## src/rtl/nsc_pkg.sv

```systemverilog
// nsc_pkg: shared types, character codes and the hex digit decoder for the
// NMEA sentence checksum checker. No dependencies.
`default_nettype none

package nsc_pkg;

    // Sentence tracking phases
    localparam logic [1:0] PH_OUTSIDE = 2'd0;
    localparam logic [1:0] PH_BODY    = 2'd1;
    localparam logic [1:0] PH_DIGIT1  = 2'd2;
    localparam logic [1:0] PH_DIGIT2  = 2'd3;

    // Framing characters
    localparam logic [7:0] CH_DOLLAR = 8'h24;
    localparam logic [7:0] CH_BANG   = 8'h21;
    localparam logic [7:0] CH_STAR   = 8'h2A;
    localparam logic [7:0] CH_CR     = 8'h0D;
    localparam logic [7:0] CH_LF     = 8'h0A;

    // Digit and letter bounds for hex decoding
    localparam logic [7:0] CH_0  = 8'h30;
    localparam logic [7:0] CH_9  = 8'h39;
    localparam logic [7:0] CH_LA = 8'h61;
    localparam logic [7:0] CH_LF_HEX = 8'h66;
    localparam logic [7:0] CH_UA = 8'h41;
    localparam logic [7:0] CH_UF = 8'h46;

    // Result of one character
    typedef struct packed {
        logic ok;
        logic checked;
    } t_nsc_result;

    // Hex decode: bit 4 set means "not a hex digit"
    typedef struct packed {
        logic       bad;
        logic [3:0] value;
    } t_hex_digit;

    function automatic t_hex_digit hex_decode(input logic [7:0] c);
        t_hex_digit d;
        logic [7:0] diff;
        d.bad   = 1'b0;
        d.value = 4'd0;
        diff    = 8'd0;
        if (c >= CH_0 && c <= CH_9) begin
            diff    = c - CH_0;
            d.value = diff[3:0];
        end else if (c >= CH_LA && c <= CH_LF_HEX) begin
            diff    = c - CH_LA + 8'd10;
            d.value = diff[3:0];
        end else if (c >= CH_UA && c <= CH_UF) begin
            diff    = c - CH_UA + 8'd10;
            d.value = diff[3:0];
        end else begin
            d.bad = 1'b1;
        end
        return d;
    endfunction

endpackage

`default_nettype wire

```

## src/rtl/nsc_core.sv

```systemverilog
// nsc_core: sentence phase tracker, running XOR and checksum compare.
// Depends on nsc_pkg.
`default_nettype none

module nsc_core
    import nsc_pkg::*;
(
    input  wire logic        i_clk,
    input  wire logic        i_rst_n,
    input  wire logic        i_en,
    input  wire logic [7:0]  i_char,
    output t_nsc_result      o_result
);

    logic [1:0] r_phase, n_phase;
    logic [7:0] r_xor, n_xor;
    logic [7:0] r_first, n_first;

    t_hex_digit d1, d2;
    logic [7:0] parsed;

    always_comb begin
        d1 = hex_decode(r_first);
        d2 = hex_decode(i_char);
        if (d1.bad) begin
            parsed = 8'd0;
        end else if (d2.bad) begin
            parsed = {4'd0, d1.value};
        end else begin
            parsed = {d1.value, d2.value};
        end
    end

    always_comb begin
        n_phase          = r_phase;
        n_xor            = r_xor;
        n_first          = r_first;
        o_result.ok      = 1'b1;
        o_result.checked = 1'b0;
        unique case (r_phase)
            PH_OUTSIDE: begin
                if (i_char == CH_DOLLAR || i_char == CH_BANG) begin
                    n_xor   = 8'd0;
                    n_phase = PH_BODY;
                end
            end
            PH_BODY: begin
                if (i_char == CH_STAR) begin
                    n_phase = PH_DIGIT1;
                end else begin
                    // CR/LF still folds into the XOR, then drops the sentence
                    n_xor = r_xor ^ i_char;
                    if (i_char == CH_CR || i_char == CH_LF) begin
                        n_phase = PH_OUTSIDE;
                    end
                end
            end
            PH_DIGIT1: begin
                n_first = i_char;
                n_phase = PH_DIGIT2;
            end
            PH_DIGIT2: begin
                n_phase          = PH_OUTSIDE;
                o_result.checked = 1'b1;
                o_result.ok      = (parsed == r_xor);
            end
            default: begin
                n_phase = PH_OUTSIDE;
            end
        endcase
    end

    always_ff @(posedge i_clk) begin
        if (!i_rst_n) begin
            r_phase <= PH_OUTSIDE;
            r_xor   <= 8'd0;
            r_first <= 8'd0;
        end else if (i_en) begin
            r_phase <= n_phase;
            r_xor   <= n_xor;
            r_first <= n_first;
        end
    end

`ifndef SYNTHESIS
    a_check_ends_sentence: assert property (@(posedge i_clk) disable iff (!i_rst_n)
        (i_en && r_phase == PH_DIGIT2) |=> (r_phase == PH_OUTSIDE))
        else $error("phase did not return outside after checksum compare");
    a_star_to_digit: assert property (@(posedge i_clk) disable iff (!i_rst_n)
        (i_en && r_phase == PH_BODY && i_char == CH_STAR) |=> (r_phase == PH_DIGIT1))
        else $error("star in body did not start checksum capture");
    a_start_clears_xor: assert property (@(posedge i_clk) disable iff (!i_rst_n)
        (i_en && r_phase == PH_OUTSIDE && (i_char == CH_DOLLAR || i_char == CH_BANG))
        |=> (r_xor == 8'd0))
        else $error("start character did not clear running XOR");
`endif

endmodule

`default_nettype wire

```

## src/rtl/nmea_sentence_checksum_checker_top.sv

```systemverilog
// nmea_sentence_checksum_checker_top: input register, sentence tracker and
// result register with valid/stall handshakes. Depends on nsc_pkg, nsc_core.
`default_nettype none

// Checks NMEA-style sentence checksums one received character per request.
// Every accepted character gives exactly one result request: checksum_ok is 0
// only for the second checksum digit of a sentence whose parsed hex value
// differs from the XOR of its body; sentence_checked marks that digit. A '$'
// or '!' outside a sentence starts one, '*' ends the body, CR or LF abandons
// it. Throughput is one character per clock while the result register is not
// stalled downstream; a character passes the input register and then the result
// register, with the phase/XOR update and compare done in the single
// combinational pass between them. o_in_stall rises only when a character
// waits in the input register and the result register is full and stalled downstream.
module nmea_sentence_checksum_checker_top
    import nsc_pkg::*;
(
    input  wire logic       i_clk,
    input  wire logic       i_rst_n,
    // character requests
    input  wire logic       i_in_valid,
    output logic            o_in_stall,
    input  wire logic [7:0] i_rx_char,
    // result requests
    output logic            o_out_valid,
    input  wire logic       i_out_stall,
    output logic            o_checksum_ok,
    output logic            o_sentence_checked
);

    logic        r_in_valid;
    logic [7:0]  r_in_char;
    logic        r_out_valid;
    t_nsc_result r_out;

    logic        out_free;
    logic        advance;
    logic        in_take;
    t_nsc_result core_result;

    // Result slot frees up when empty or being taken this cycle
    assign out_free   = !r_out_valid || !i_out_stall;
    assign advance    = r_in_valid && out_free;
    assign o_in_stall = r_in_valid && !out_free;
    assign in_take    = i_in_valid && !o_in_stall;

    nsc_core u_core (
        .i_clk    (i_clk),
        .i_rst_n  (i_rst_n),
        .i_en     (advance),
        .i_char   (r_in_char),
        .o_result (core_result)
    );

    // Input register
    always_ff @(posedge i_clk) begin
        if (!i_rst_n) begin
            r_in_valid <= 1'b0;
        end else if (in_take) begin
            r_in_valid <= 1'b1;
        end else if (advance) begin
            r_in_valid <= 1'b0;
        end
    end

    always_ff @(posedge i_clk) begin
        if (in_take) begin
            r_in_char <= i_rx_char;
        end
    end

    // Result register
    always_ff @(posedge i_clk) begin
        if (!i_rst_n) begin
            r_out_valid <= 1'b0;
        end else if (out_free) begin
            r_out_valid <= advance;
        end
    end

    always_ff @(posedge i_clk) begin
        if (advance) begin
            r_out <= core_result;
        end
    end

    assign o_out_valid        = r_out_valid;
    assign o_checksum_ok      = r_out.ok;
    assign o_sentence_checked = r_out.checked;

`ifndef SYNTHESIS
    a_ok_unless_checked: assert property (@(posedge i_clk) disable iff (!i_rst_n)
        (o_out_valid && !o_sentence_checked) |-> o_checksum_ok)
        else $error("mismatch flagged without a checksum compare");
    a_stall_needs_item: assert property (@(posedge i_clk) disable iff (!i_rst_n)
        o_in_stall |-> (r_in_valid && r_out_valid))
        else $error("input stalled with no pending character");
    a_advance_fills_out: assert property (@(posedge i_clk) disable iff (!i_rst_n)
        advance |=> o_out_valid)
        else $error("advanced character produced no result");
`endif

endmodule

`default_nettype wire
```

## config.mk

```make
export PLATFORM = sky130hd
export DESIGN_NAME = nmea_sentence_checksum_checker_top
export DESIGN_NICKNAME = d
export VERILOG_FILES = /design/src/rtl/nsc_pkg.sv /design/src/rtl/nsc_core.sv /design/src/rtl/nmea_sentence_checksum_checker_top.sv
export SDC_FILE = /design/constraint.sdc
export NUM_CORES = 1
export LEC_CHECK = 0
export BUFFER_PORTS_ARGS = -buffer_cell sky130_fd_sc_hd__buf_2
export CAP_MARGIN = 20
export CORE_UTILIZATION = 35
export DETAILED_ROUTE_END_ITERATION = 8
export MAX_ROUTING_LAYER = met4
export SLEW_MARGIN = 20
export SYNTH_ARGS = -nofsm -noshare
export SYNTH_HDL_FRONTEND = slang
export SYNTH_SLANG_ARGS = --single-unit
```

## constraint.sdc

```tcl
create_clock -name i_clk -period 6.3 [get_ports i_clk]
set_input_delay 1.26 -clock i_clk [delete_from_list [all_inputs] [get_ports i_clk]]
set_output_delay 1.26 -clock i_clk [all_outputs]
set_load 0.1 [all_outputs]
```

==> out/summary.txt <==
RUN STATUS
----------------------------------------------------------------------------------------
Status .................................................................... finished, final reports clean

CTS
----------------------------------------------------------------------------------------
Clock Sink Count ..........................................................           30
Insertion delay to the later sink of the worst-skew pair ..................       280 ps
Cts bufs inserted .........................................................            5
CTS clock-pin slew for the worst setup and hold paths .....................        60 ps
TritonCTS clock tree ......................................................         done
Hold buffer count at CTS ..................................................            0
Worst-case clock buffer depth .............................................            2
Buffer count from post-CTS setup fixing ...................................            0
H-tree level count ........................................................            2
Clock tree root driver cell ............................................... sky130_fd_sc_hd__clkbuf_8
Quantity of gates resized following cts ...................................            0

STA
----------------------------------------------------------------------------------------
Maximum clock rate ........................................................      309 MHz
Worst-case headroom to the max-slew limit .................................        0.306
Transition time at the pin with the least slew margin .....................      1030 ps
Total negative slack ......................................................         0 ps
Final critical-path share of the clock period .............................        0.514
Unrepaired setup endpoints after global routing ...........................           no
Final min period ..........................................................      3240 ps
Hold violation total from the final report ................................            0
Count of final max-slew check failures ....................................            0
Worst clock skew ..........................................................      6.58 ps
Setup-failing EPs final ...................................................            0

ROUTING
----------------------------------------------------------------------------------------
Total length of routed wires ..............................................      3660 um
Count of unresolved DRC violations after routing ..........................            0
Number of DRC violations after detailed-routing iteration 0 ...............           69
Ratio of routed vias to standard cells ....................................         5.09
Avg WL per Cell ...........................................................      13.1 um
Number of routed nets with antenna violations .............................            0
1st-pass router iterations ................................................            4
Total via count in the routed design ......................................        1,425

FLOORPLANNING
----------------------------------------------------------------------------------------
Height of the die .........................................................      74.4 um
Die area ..................................................................   5530 sq um
Placement Rows ............................................................           25
Number of placed I/O pins .................................................           16
Floorplan Core Area .......................................................   4880 sq um
Die Span X ................................................................      74.4 um
Starting utilization of the core area .....................................        0.376

SETUP PATH
----------------------------------------------------------------------------------------
Cell with the largest stage delay on the worst path ....................... sky130_fd_sc_hd__buf_2
Arrival time worst endpoint ...............................................      1980 ps
CP bufs+invs ..............................................................            2
CP Data Required Time .....................................................      5040 ps
Most frequent CP cell ..................................................... sky130_fd_sc_hd__buf_2
Category of cells accounting for the largest share of critical-path delay . buffers and inverters
Endpoint kind of the worst setup timing path ..............................   output pin
Worst-path fanout max .....................................................            3
Type of element launching the critical path ...............................   input port
Peak per-stage delay on the critical path .................................       430 ps
Classification of the worst setup path ....................................       in2out
Series of cell instances along the critical path .......................... buf_2, and3_1, buf_2

SYNTHESIS
----------------------------------------------------------------------------------------
Count of synthesis-stage warnings from yosys ..............................            0
Syn Inst Count ............................................................          196
Count of state elements after synthesis ...................................           30
Commonest cells in the netlist ............................................ sky130_fd_sc_hd__dfxtp_1 (20), sky130_fd_sc_hd__nand2_1 (16), sky130_fd_sc_hd__nor2_1 (16), sky130_fd_sc_hd__nor2b_1 (11), sky130_fd_sc_hd__edfxtp_1 (10)
Share of synthesized area occupied by flip-flops and latches ..............        0.382
Most used standard cell by instance count after synthesis ................. sky130_fd_sc_hd__dfxtp_1
Top cell type's share of synthesized area .................................        0.218
Post-synthesis instance area ..............................................   1830 sq um
Avg Cell Area, Syn ........................................................   9.35 sq um
Syn Nets ..................................................................          216
Number of flops mapped to enable cells by yosys ...........................           10
Synth area leader ......................................................... sky130_fd_sc_hd__dfxtp_1
Cell types occupying the most area after synthesis ........................ sky130_fd_sc_hd__dfxtp_1 (22%), sky130_fd_sc_hd__edfxtp_1 (16%), sky130_fd_sc_hd__ha_1 (5.5%)
Post-synthesis async set-or-reset flop share ..............................            0
Ys flop type .............................................................. sky130_fd_sc_hd__dfxtp_1
Library cells used by synthesis ...........................................           52

PLACE
----------------------------------------------------------------------------------------
IO buf count ..............................................................           15
RePlAce Congestion ........................................................        0.849
Number of cells after detailed placement ..................................          272
Placed wire-length estimate after detailed placement ......................      2730 um

GLOBAL ROUTE
----------------------------------------------------------------------------------------
Maximum number of pins on one net before global-route repair ..............           14
Total gr overflow .........................................................            0
Global router's overall resource usage ....................................        0.158
First-pass GRT wire length ................................................      6240 um
Initial antenna violation count ...........................................            0
Via count of the first global-routing pass ................................        1,269

LAYOUT
----------------------------------------------------------------------------------------
Area delta synth->final ...................................................        12.1%
Final Net Count ...........................................................          232
Layout fillers ............................................................          520
Non-filler cells, final ...................................................          280
Count of inserted antenna diode cells .....................................            0
Share of post-route cells with drive strength above 1 .....................        0.160

PWR
----------------------------------------------------------------------------------------
Power density over the cells ..............................................  193 nW/um^2
Leakage power .............................................................  0.000775 uW
IR Drop Worst-Case VDD ....................................................     0.133 mV

HOLD PATH
----------------------------------------------------------------------------------------
Classification of the worst-slack hold path ...............................      reg2reg

RUN
----------------------------------------------------------------------------------------
Max Cap Viol ..............................................................            0

flip-flops by register name, summed over array words and instances, names as in the netlist, named ones only:
name                count
r_in_valid              1
o_sentence_checked      1
u_core.r_phase          1
u_core.r_first          8
o_checksum_ok           1
u_core.r_xor            8
r_in_char               8
o_out_valid             1
path summary, 6_finish.rpt:
kind                                    from            end  slack [ps]  depth (start not counted)
worst max register to register  r_in_char[0]  o_checksum_ok        3100                          9
worst min-delay path              r_in_valid    o_out_valid         500                          2
worst max-delay path             i_out_stall     o_in_stall        3060                          3
worst min register to register    r_in_valid    o_out_valid         500                          2
layout make-up:
cell class | instances | area [sq um] | area share
inverters | 7 | 26.3 | 0.0128
flip-flops and latches | 30 | 701 | 0.341
multi-input cells | 153 | 1080 | 0.524
clock buffers | 7 | 86.3 | 0.0420
repair buffers | 15 | 75.1 | 0.0365
clock inverters | 1 | 5.00 | 0.00244
well taps | 67 | 83.8 | 0.0408
worst reg2reg max path, cell delays in order, from the launching register on:
cell and delay (ps):
sky130_fd_sc_hd__edfxtp_1 470, sky130_fd_sc_hd__inv_1 200, sky130_fd_sc_hd__ha_1 280, sky130_fd_sc_hd__o21bai_1 270
sky130_fd_sc_hd__a21oi_1 130, sky130_fd_sc_hd__a21oi_1 730, sky130_fd_sc_hd__a211oi_1 130, sky130_fd_sc_hd__or4_1 520
sky130_fd_sc_hd__nand4_1 140, sky130_fd_sc_hd__o31ai_2 80
routing by layer:
metal | GRT usage | up-vias | wire length (um)
met5 | - | - | 0
met4 | 0.0671 | 0 | 69
met3 | 0.0407 | 8 | 112
met2 | 0.225 | 28 | 1600
met1 | 0.211 | 648 | 1880
li1 | - | 741 | -
power by group:
group | switching [uW] | total (uW) | internal [uW] | leakage, uW
Clock | 69.8 | 158 | 87.9 | 0.0000482
Combinational | 17.9 | 27.8 | 9.87 | 0.000471
Sequential | 6.73 | 211 | 205 | 0.000255
Total | 94.5 | 397 | 302 | 0.000775
cells by family (layout without fill, tap and decap cells):
logic type	Yosys count	count (layout)	share of synthesized area
buffers and inverters	13	30	0.0328
adder cells (fa/ha/maj)	8	8	0.0546
XOR/XNOR	13	13	0.0621
multiplexers	7	7	0.0382
AO/OA/AOI/OAI	46	46	0.180
flip-flops	30	30	0.382
AND/OR/NAND/NOR	79	79	0.251
through the flow:
| stage | cell area (sq um) | hold slack, ps | utilization | setup WS (ps) | total power [uW] |
|---|---|---|---|---|---|
| 5_1_grt | 2050 | 547 | 0.421 | 2850 | 414 |
| 3_5_place_dp | 1960 | 502 | 0.401 | 2860 | 243 |
| 4_1_cts | 2050 | 510 | 0.420 | 3050 | 401 |
| 3_3_place_gp | 1960 | 495 | 0.401 | 2930 | 243 |
| 6_report | 2050 | 505 | 0.421 | 3060 | 397 |
| 2_1_floorplan | 1830 | 466 | - | 2970 | 234 |
cells in the final DEF, fill, tap and decap left out, types with 3 or more instances in the layout:
cell / netlist / layout
sky130_fd_sc_hd__ha_1: 8 / 8
sky130_fd_sc_hd__xor2_1: 9 / 9
sky130_fd_sc_hd__nor3b_1: 3 / 3
sky130_fd_sc_hd__mux2i_1: 7 / 7
sky130_fd_sc_hd__nor2_1: 16 / 16
sky130_fd_sc_hd__and2_1: 5 / 5
sky130_fd_sc_hd__inv_1: 7 / 7
sky130_fd_sc_hd__nor2b_1: 11 / 11
sky130_fd_sc_hd__clkbuf_8: 0 / 6
sky130_fd_sc_hd__nand2b_1: 5 / 5
sky130_fd_sc_hd__o21ai_0: 7 / 7
sky130_fd_sc_hd__a211oi_1: 4 / 4
sky130_fd_sc_hd__dfxtp_1: 20 / 20
sky130_fd_sc_hd__and3_1: 3 / 3
sky130_fd_sc_hd__o22ai_1: 4 / 4
sky130_fd_sc_hd__buf_2: 0 / 15
sky130_fd_sc_hd__xnor2_1: 4 / 4
sky130_fd_sc_hd__nor3_1: 4 / 4
sky130_fd_sc_hd__nand2_1: 16 / 16
sky130_fd_sc_hd__a21oi_1: 7 / 7
sky130_fd_sc_hd__edfxtp_1: 10 / 10
(Power assumes the default switching activity.)
